### src/sv/shabs_pkg.sv
`timescale 1ns / 1ps
`default_nettype none
// ----------------------------------------------------------------------------
// shabs_pkg
// Shared types and constants for the SHA-256 byte stream hasher.
// ----------------------------------------------------------------------------
package shabs_pkg;

   localparam int WordWidth = 32;
   localparam int ByteWidth = 8;
   localparam int NumRounds = 64;
   localparam int NumWords  = 8;
   localparam int SchedLen  = 16;

   localparam logic [ByteWidth-1:0] PadMarker = 8'h80;

   // working variables a..h of one compression
   typedef struct packed {
      logic [WordWidth-1:0] a;
      logic [WordWidth-1:0] b;
      logic [WordWidth-1:0] c;
      logic [WordWidth-1:0] d;
      logic [WordWidth-1:0] e;
      logic [WordWidth-1:0] f;
      logic [WordWidth-1:0] g;
      logic [WordWidth-1:0] h;
   } wv_type;

   // schedule taps the round unit needs
   typedef struct packed {
      logic [WordWidth-1:0] w0;
      logic [WordWidth-1:0] w1;
      logic [WordWidth-1:0] w9;
      logic [WordWidth-1:0] w14;
   } taps_type;

   localparam logic [WordWidth-1:0] InitHash [0:NumWords-1] = '{
      32'h6a09e667, 32'hbb67ae85, 32'h3c6ef372, 32'ha54ff53a,
      32'h510e527f, 32'h9b05688c, 32'h1f83d9ab, 32'h5be0cd19
   };

   localparam logic [WordWidth-1:0] RoundK [0:NumRounds-1] = '{
      32'h428a2f98, 32'h71374491, 32'hb5c0fbcf, 32'he9b5dba5,
      32'h3956c25b, 32'h59f111f1, 32'h923f82a4, 32'hab1c5ed5,
      32'hd807aa98, 32'h12835b01, 32'h243185be, 32'h550c7dc3,
      32'h72be5d74, 32'h80deb1fe, 32'h9bdc06a7, 32'hc19bf174,
      32'he49b69c1, 32'hefbe4786, 32'h0fc19dc6, 32'h240ca1cc,
      32'h2de92c6f, 32'h4a7484aa, 32'h5cb0a9dc, 32'h76f988da,
      32'h983e5152, 32'ha831c66d, 32'hb00327c8, 32'hbf597fc7,
      32'hc6e00bf3, 32'hd5a79147, 32'h06ca6351, 32'h14292967,
      32'h27b70a85, 32'h2e1b2138, 32'h4d2c6dfc, 32'h53380d13,
      32'h650a7354, 32'h766a0abb, 32'h81c2c92e, 32'h92722c85,
      32'ha2bfe8a1, 32'ha81a664b, 32'hc24b8b70, 32'hc76c51a3,
      32'hd192e819, 32'hd6990624, 32'hf40e3585, 32'h106aa070,
      32'h19a4c116, 32'h1e376c08, 32'h2748774c, 32'h34b0bcb5,
      32'h391c0cb3, 32'h4ed8aa4a, 32'h5b9cca4f, 32'h682e6ff3,
      32'h748f82ee, 32'h78a5636f, 32'h84c87814, 32'h8cc70208,
      32'h90befffa, 32'ha4506ceb, 32'hbef9a3f7, 32'hc67178f2
   };

endpackage
`default_nettype wire

### src/sv/shabs_round.sv
`timescale 1ns / 1ps
`default_nettype none
// ----------------------------------------------------------------------------
// shabs_round
// One SHA-256 round plus the next message schedule word.
// ----------------------------------------------------------------------------
module shabs_round (
   input  wire  shabs_pkg::wv_type                  wv_cur,
   input  wire  shabs_pkg::taps_type                taps,
   input  wire  logic [shabs_pkg::WordWidth-1:0]    k_word,
   output shabs_pkg::wv_type                        wv_next,
   output logic [shabs_pkg::WordWidth-1:0]          w_new
);

   function automatic logic [31:0] rotr(input logic [31:0] v, input int amt);
      rotr = (v >> amt) | (v << (32 - amt));
   endfunction

   logic [31:0] big_s0;
   logic [31:0] big_s1;
   logic [31:0] sml_s0;
   logic [31:0] sml_s1;
   logic [31:0] choose;
   logic [31:0] major;
   logic [31:0] t1;
   logic [31:0] t2;

   always_comb begin
      big_s0 = rotr(wv_cur.a, 2) ^ rotr(wv_cur.a, 13) ^ rotr(wv_cur.a, 22);
      big_s1 = rotr(wv_cur.e, 6) ^ rotr(wv_cur.e, 11) ^ rotr(wv_cur.e, 25);
      choose = (wv_cur.e & wv_cur.f) ^ (~wv_cur.e & wv_cur.g);
      major  = (wv_cur.a & wv_cur.b) ^ (wv_cur.a & wv_cur.c) ^ (wv_cur.b & wv_cur.c);
      t1     = wv_cur.h + big_s1 + choose + k_word + taps.w0;
      t2     = big_s0 + major;

      wv_next.h = wv_cur.g;
      wv_next.g = wv_cur.f;
      wv_next.f = wv_cur.e;
      wv_next.e = wv_cur.d + t1;
      wv_next.d = wv_cur.c;
      wv_next.c = wv_cur.b;
      wv_next.b = wv_cur.a;
      wv_next.a = t1 + t2;

      // W[t+16] from the window
      sml_s0 = rotr(taps.w1, 7) ^ rotr(taps.w1, 18) ^ (taps.w1 >> 3);
      sml_s1 = rotr(taps.w14, 17) ^ rotr(taps.w14, 19) ^ (taps.w14 >> 10);
      w_new  = sml_s1 + taps.w9 + sml_s0 + taps.w0;
   end

endmodule
`default_nettype wire

### src/sv/sha256_byte_stream_hasher_unit.sv
`timescale 1ns / 1ps
`default_nettype none
// ----------------------------------------------------------------------------
// sha256_byte_stream_hasher_unit
// SHA-256 over a byte stream, one shared round unit, digest out as 8 words.
// ----------------------------------------------------------------------------
// Usage:
//  - Request channel (req_): tdata = message byte, tuser = byte present,
//    tlast = end of message. A request with tuser low carries no byte; with
//    tlast high it closes the message (an empty message is allowed).
//  - Response channel (rsp_): eight responses per message, h0 first;
//    tdata = digest word, tuser = word number, tlast on word 7.
//  - Bytes are taken one per cycle, while req_tready is high, into a 16-word
//    window. The 64th byte of a block starts the compression: the single
//    round unit steps through all 64 rounds, then the result is folded into
//    the chaining value, and req_tready is low all the while.
//  - At end of message the padding (0x80, zeros, 64-bit bit length) is fed
//    through the same byte path, one byte per cycle outside the compressions,
//    followed by one or two compressions (two when 56 or more bytes sit in the last block). The
//    first digest word appears in the cycle after the final fold.
//  - The block takes no request while the digest is out; a stalled receiver
//    simply holds the current word. After word 7 the chaining value and the
//    byte count return to their initial values.
//  - Reset (synchronous, active high) returns to idle with the initial hash
//    words and a zero byte count.
// ----------------------------------------------------------------------------
module sha256_byte_stream_hasher_unit (
   input  wire  logic        clock,
   input  wire  logic        reset,
   input  wire  logic        req_tvalid,
   output logic              req_tready,
   input  wire  logic [7:0]  req_tdata,   // [7:0] data_byte
   input  wire  logic        req_tuser,   // [0] byte_present
   input  wire  logic        req_tlast,   // end_of_message
   output logic              rsp_tvalid,
   input  wire  logic        rsp_tready,
   output logic [31:0]       rsp_tdata,   // [31:0] digest_word
   output logic [2:0]        rsp_tuser,   // [2:0] word_number
   output logic              rsp_tlast    // last_word
);

   localparam logic [2:0] S_IDLE  = 3'd0;
   localparam logic [2:0] S_PAD   = 3'd1;
   localparam logic [2:0] S_ROUND = 3'd2;
   localparam logic [2:0] S_FOLD  = 3'd3;
   localparam logic [2:0] S_EMIT  = 3'd4;

   localparam logic [5:0] LastRound = 6'd63;
   localparam logic [5:0] LastByte  = 6'd63;
   localparam logic [2:0] LastWord  = 3'd7;

   // control
   logic [2:0]  state_ff, state_in;
   logic [5:0]  fill_ff, fill_in;       // bytes in the current block
   logic [5:0]  round_ff, round_in;
   logic [2:0]  word_ff, word_in;
   logic [63:0] count_ff, count_in;     // message bytes, wraps mod 2^64
   logic        pad_active_ff, pad_active_in;
   logic        mark_ff, mark_in;       // 0x80 already placed
   logic        need_extra_ff, need_extra_in;
   logic        last_block_ff, last_block_in;
   logic [31:0] chain_ff [0:shabs_pkg::NumWords-1];
   logic [31:0] chain_in [0:shabs_pkg::NumWords-1];

   // payload
   logic [31:0]        win_ff [0:shabs_pkg::SchedLen-1];
   logic [31:0]        win_in [0:shabs_pkg::SchedLen-1];
   shabs_pkg::wv_type  wv_ff, wv_in;

   shabs_pkg::taps_type taps;
   shabs_pkg::wv_type   wv_next;
   logic [31:0]         w_new;
   logic [63:0]         bit_len;
   logic                push;
   logic [7:0]          push_byte;
   logic                req_fire;
   logic                rsp_fire;

   assign taps.w0  = win_ff[0];
   assign taps.w1  = win_ff[1];
   assign taps.w9  = win_ff[9];
   assign taps.w14 = win_ff[14];

   shabs_round u_round (
      .wv_cur  (wv_ff),
      .taps    (taps),
      .k_word  (shabs_pkg::RoundK[round_ff]),
      .wv_next (wv_next),
      .w_new   (w_new)
   );

   assign req_tready = (state_ff == S_IDLE);
   assign req_fire   = req_tvalid && req_tready;
   assign rsp_tvalid = (state_ff == S_EMIT);
   assign rsp_fire   = rsp_tvalid && rsp_tready;
   assign rsp_tdata  = chain_ff[0];
   assign rsp_tuser  = word_ff;
   assign rsp_tlast  = (word_ff == LastWord);
   assign bit_len    = {count_ff[60:0], 3'b000};

   always_comb begin
      state_in      = state_ff;
      fill_in       = fill_ff;
      round_in      = round_ff;
      word_in       = word_ff;
      count_in      = count_ff;
      pad_active_in = pad_active_ff;
      mark_in       = mark_ff;
      need_extra_in = need_extra_ff;
      last_block_in = last_block_ff;
      chain_in      = chain_ff;
      win_in        = win_ff;
      wv_in         = wv_ff;
      push          = 1'b0;
      push_byte     = '0;

      case (state_ff)
         S_IDLE: begin
            if (req_fire) begin
               if (req_tuser) begin
                  push      = 1'b1;
                  push_byte = req_tdata;
                  count_in  = count_ff + 64'd1;
               end
               if (req_tlast) begin
                  pad_active_in = 1'b1;
                  mark_in       = 1'b0;
                  need_extra_in = 1'b0;
                  state_in      = S_PAD;
               end
            end
         end
         S_PAD: begin
            push = 1'b1;
            if (!mark_ff) begin
               push_byte     = shabs_pkg::PadMarker;
               mark_in       = 1'b1;
               need_extra_in = (fill_ff[5:3] == 3'b111);
            end else if (fill_ff[5:3] == 3'b111 && !need_extra_ff) begin
               push_byte = bit_len[{~fill_ff[2:0], 3'b000} +: 8];
            end
            last_block_in = mark_ff && !need_extra_ff;
         end
         S_ROUND: begin
            wv_in = wv_next;
            for (int i = 0; i < shabs_pkg::SchedLen - 1; i++) begin
               win_in[i] = win_ff[i+1];
            end
            win_in[shabs_pkg::SchedLen-1] = w_new;
            round_in = round_ff + 6'd1;
            if (round_ff == LastRound) begin
               state_in = S_FOLD;
            end
         end
         S_FOLD: begin
            chain_in[0] = chain_ff[0] + wv_ff.a;
            chain_in[1] = chain_ff[1] + wv_ff.b;
            chain_in[2] = chain_ff[2] + wv_ff.c;
            chain_in[3] = chain_ff[3] + wv_ff.d;
            chain_in[4] = chain_ff[4] + wv_ff.e;
            chain_in[5] = chain_ff[5] + wv_ff.f;
            chain_in[6] = chain_ff[6] + wv_ff.g;
            chain_in[7] = chain_ff[7] + wv_ff.h;
            need_extra_in = 1'b0;
            word_in       = '0;
            if (last_block_ff) begin
               state_in = S_EMIT;
            end else if (pad_active_ff) begin
               state_in = S_PAD;
            end else begin
               state_in = S_IDLE;
            end
         end
         S_EMIT: begin
            if (rsp_fire) begin
               for (int i = 0; i < shabs_pkg::NumWords - 1; i++) begin
                  chain_in[i] = chain_ff[i+1];
               end
               chain_in[shabs_pkg::NumWords-1] = chain_ff[0];
               word_in = word_ff + 3'd1;
               if (word_ff == LastWord) begin
                  chain_in      = shabs_pkg::InitHash;
                  count_in      = '0;
                  pad_active_in = 1'b0;
                  mark_in       = 1'b0;
                  last_block_in = 1'b0;
                  state_in      = S_IDLE;
               end
            end
         end
         default: begin
            state_in = S_IDLE;
         end
      endcase

      // byte path: the window shifts left by one byte, byte 0 ends at the top of W0
      if (push) begin
         for (int i = 0; i < shabs_pkg::SchedLen - 1; i++) begin
            win_in[i] = {win_ff[i][23:0], win_ff[i+1][31:24]};
         end
         win_in[shabs_pkg::SchedLen-1] = {win_ff[shabs_pkg::SchedLen-1][23:0], push_byte};
         fill_in = fill_ff + 6'd1;
         if (fill_ff == LastByte) begin
            wv_in    = {chain_ff[0], chain_ff[1], chain_ff[2], chain_ff[3],
                        chain_ff[4], chain_ff[5], chain_ff[6], chain_ff[7]};
            round_in = '0;
            state_in = S_ROUND;
         end
      end
   end

   always_ff @(posedge clock) begin
      if (reset) begin
         state_ff      <= S_IDLE;
         fill_ff       <= '0;
         round_ff      <= '0;
         word_ff       <= '0;
         count_ff      <= '0;
         pad_active_ff <= 1'b0;
         mark_ff       <= 1'b0;
         need_extra_ff <= 1'b0;
         last_block_ff <= 1'b0;
         chain_ff      <= shabs_pkg::InitHash;
      end else begin
         state_ff      <= state_in;
         fill_ff       <= fill_in;
         round_ff      <= round_in;
         word_ff       <= word_in;
         count_ff      <= count_in;
         pad_active_ff <= pad_active_in;
         mark_ff       <= mark_in;
         need_extra_ff <= need_extra_in;
         last_block_ff <= last_block_in;
         chain_ff      <= chain_in;
      end
   end

   always_ff @(posedge clock) begin
      win_ff <= win_in;
      wv_ff  <= wv_in;
   end

   // --- checks -------------------------------------------------------------
   a_no_overlap: assert property (@(posedge clock) disable iff (reset)
      !(req_tready && rsp_tvalid))
      else $error("request taken while digest is out");

   a_round_end: assert property (@(posedge clock) disable iff (reset)
      (state_ff == S_ROUND && round_ff == LastRound) |=> (state_ff == S_FOLD))
      else $error("compression did not end after the last round");

   a_block_aligned: assert property (@(posedge clock) disable iff (reset)
      (state_ff == S_ROUND) |-> (fill_ff == '0))
      else $error("compression running on a partial block");

   a_digest_done: assert property (@(posedge clock) disable iff (reset)
      (rsp_fire && rsp_tlast) |=> (state_ff == S_IDLE && count_ff == '0 && fill_ff == '0))
      else $error("state not restored after the digest");

endmodule
`default_nettype wire

### config.mk
export PLATFORM = sky130hd
export DESIGN_NAME = sha256_byte_stream_hasher_unit
export DESIGN_NICKNAME = d
export VERILOG_FILES = /design/src/sv/shabs_pkg.sv /design/src/sv/shabs_round.sv /design/src/sv/sha256_byte_stream_hasher_unit.sv
export SDC_FILE = /design/constraint.sdc
export NUM_CORES = 2
export LEC_CHECK = 0
export BUFFER_PORTS_ARGS = -buffer_cell sky130_fd_sc_hd__buf_2
export CORE_AREA = 2 2 559 283
export CTS_BUF_LIST = sky130_fd_sc_hd__clkbuf_8 sky130_fd_sc_hd__clkbuf_16
export CTS_CLUSTER_DIAMETER = 50
export DETAILED_ROUTE_END_ITERATION = 7
export DIE_AREA = 0 0 561 285
export HOLD_SLACK_MARGIN = 0.08
export PLACE_DENSITY = 0.65
export SETUP_SLACK_MARGIN = 0.2
export SLEW_MARGIN = 0
export SYNTH_ARGS = -nofsm -noshare
export SYNTH_HDL_FRONTEND = slang
export SYNTH_HIERARCHICAL = 1
export SYNTH_SLANG_ARGS = --single-unit
### constraint.sdc
create_clock -name clock -period 18 [get_ports clock]
set_input_delay 1.8 -clock clock [delete_from_list [all_inputs] [get_ports clock]]
set_output_delay 1.8 -clock clock [all_outputs]
set_load 0.01 [all_outputs]
==> key figures <==
Synthesis
  • Cell variety after synth: 117
  • Syn nets: 10030
  • Synthesis Warnings: 6
  • Mean post-synth cell area: 8.182 sq um
  • Mapped Cells: 9423
  • EDFF count, synth: 512
  • Most common flop cell mapped by yosys: dfxtp_1
  • Sequential element share of the synthesized area: 35.39%
  • Yosys reg bits: 1107
  • Cell taking the most area after synthesis: edfxtp_1
  • Main area contributors after synthesis: edfxtp_1 20%, dfxtp_1 15%, nand2_1 12%
  • Ys async rst share: 0%
  • Mapped cell area: 77100 sq um
  • Synth top area share: 19.94%

Clocking
  • Buffer count from post-CTS setup fixing: 0
  • Worst skew pair latency: 0.76 ns
  • Total CTS buffers: 111
  • Clock Pin Slew Worst Setup and Hold Paths: 0.07 ns
  • Clk buf depth: 3
  • Post-CTS sizing: 0
  • CTS tree: done
  • Sink Count: 1107
  • Root buffer cell: clkbuf_16
  • H-tree levels: 3
  • CTS Hold Bufs: 0

Final layout
  • Layout area overhead: 5.576%
  • Most frequent cells in the layout: 2416 x nand2_1, 748 x nor2_1, 591 x dfxtp_1, 512 x edfxtp_1, 473 x a21oi_1
  • Most common cell after layout, fill and taps aside: nand2_1
  • NumNets Final: 9593
  • Finished Layout Cells: 11190
  • Layout cell share with drive strength beyond 1: 5.437%
  • Final core utilization: 52.20%

Global route
  • Total GRT Usage: 36.25%
  • Total gr overflow: 0
  • Initial antenna violation count: 13
  • Largest net degree at the start of global routing: 216
  • First-pass GRT wire length: 430600 um
  • Vias in the first global route: 62040

Die
  • Io pins: 52
  • Row cnt: 103
  • Die H: 285 um
  • Die Width: 561 um
  • DIE AREA: 159900 sq um
  • Initial core utilization: 49.44%
  • Core box area: 155900 sq um

Routing
  • Vias per cell: 6.257
  • Antenna-violating nets left: 0
  • DRC violations left: 6
  • Pre-antenna DRT Iters: 8
  • Post-Route WL: 298300 um
  • Routed via count: 70020
  • WL per Instance: 26.66 um
  • First-iteration detailed-routing DRC count: 9800

Hold path
  • Hold/Removal Path Class: flip-flop to flip-flop

Job
  • Max-cap violations: 0

Worst setup path
  • CP most frequent cell: fa_1
  • Worst reg-to-reg setup slack: 6.73 ns
  • Critical path class: flip-flop to flip-flop
  • Crit path buf inv count: 6
  • CP max stage delay: 0.95 ns
  • CP Launch Type: flip-flop
  • Worst endpoint data arrival time: 11.95 ns
  • Crit path max-delay cell type: ha_1
  • CP endpoint kind: flip-flop
  • Crit Path Max Fanout: 20
  • Crit path required time: 18.68 ns
  • Family with the most delay on the worst path: adder cells

Timing
  • Final cycle utilization of the critical path: 62.59%
  • Slew @ Worst Pin: 1.424 ns
  • Worst hold slack: 0.4817 ns
  • Hold Fails Final Rpt: 0
  • Clock skew: 0.04125 ns
  • Setup TNS: 0 ns
  • Peak Freq: 0.08876 GHz
  • Post-route minimum period: 11.27 ns
  • RSZ-0062 raised after global routing: no
  • Worst relative slew slack: 4.082%
  • Setup violators final: 0
  • Max-slew violations: 0

Placed design
  • Placer Congestion: 1.032
  • Post-Place Cells: 10980
  • Port Buffer Count: 51
  • Dpl hpwl: 220200 um

Status
  • Failing checks: design-rule violations
  • Outcome: finished, violations left
-- registers in the layout, summed over array words and instances, names as in the netlist --
signal and flops:
rsp_tuser 3, mark_ff 1, taps 128, need_extra_ff 1
count_ff 61, fill_ff 6, wv_ff 256, rsp_tdata 32
pad_active_ff 1, state_ff 3, chain_ff 224, win_ff 384
round_ff 6, last_block_ff 1
-- area by class of cell --
type | instances | area, sq um
fill | 14850 | 74540
antenna | 4 | 10.01
multi-input combinational | 7156 | 44700
inverter | 431 | 1625
clock inverter | 82 | 815.8
timing repair buffer | 184 | 1323
sequential | 1107 | 27290
clock buffer | 126 | 3007
tap | 2100 | 2628
-- through the flow --
step | setup WS (ns) | area, sq um
6_report | 6.734 | 81400
5_1_grt | 6.536 | 81390
4_1_cts | 6.878 | 81380
3_5_place_dp | 6.944 | 77560
3_3_place_gp | 6.908 | 77560
2_1_floorplan | 3.269 | 77100
-- cells in the mapped netlist, types with 14 or more instances --
cell type	instances
o21a_1	44
clkbuf_1	461
a221oi_1	56
o21ai_1	26
a211o_1	20
buf_1	38
ha_1	393
edfxtp_1	512
o311ai_0	47
or3_1	43
o221ai_1	31
a22oi_1	16
and2_1	20
nor2b_1	42
nor2_1	749
dfxtp_1	595
nand3_1	129
nand2_1	2420
nand2b_1	43
mux4_2	18
a31oi_1	308
nand4_1	34
o21bai_1	48
mux2i_1	47
a21o_1	192
nor3_1	208
o21ai_0	343
and3_1	58
xnor2_1	405
buf_4	226
o22ai_1	48
fa_1	195
a211oi_1	79
a311oi_1	41
xor2_1	210
maj3_1	21
inv_1	427
a21oi_1	474
o31ai_1	30
o211ai_1	67
mux2_2	14
-- path summary, 6_finish.rpt --
kind	from	endpoint	cells after the start
worst max-delay path	round_ff[0]	wv_ff[254]	34
worst min-delay path	rsp_tuser[1]	rsp_tuser[1]	2
worst max register to register	round_ff[0]	wv_ff[254]	34
worst min register to register	rsp_tuser[1]	rsp_tuser[1]	2
-- cell families (layout without fill, tap and decap cells) --
| family | Yosys count | after routing | share of synthesized area (%) |
|---|---|---|---|
| and+or+nand+nor | 3819 | 3819 | 20.38 |
| AOI/OAI and AO/OA | 2031 | 2031 | 17.38 |
| buffers and inverters | 1160 | 823 | 6.762 |
| DFF | 1107 | 1107 | 35.39 |
| xor gates and xnor gates | 616 | 616 | 7.007 |
| adders and majority gates | 609 | 609 | 11.71 |
| muxes | 81 | 81 | 1.370 |
| other | 0 | 4 | 0 |
-- worst register-to-register path: cells and delay by family, from the launching register on --
family / cells / cell delay [ns]
fa+ha+maj: 8 / 4.08
compound gates: 11 / 3.06
simple gates: 7 / 2.27
buf+inv: 6 / 1.00
xor+xnor: 2 / 0.49
flops: 1 / 0.31
-- metal layers --
layer | routed length (um) | vias up | GRT usage [%]
met5 | 241 | - | 0.7558
met4 | 4962 | 12 | 5.854
met3 | 51080 | 386 | 17.40
met2 | 95860 | 4325 | 39.25
met1 | 146100 | 33840 | 60.37
li1 | - | 31450 | -
Power is left out: the tool's default activity adds up to more than one toggle a clock period on the data nets, which glitch-free logic cannot reach.
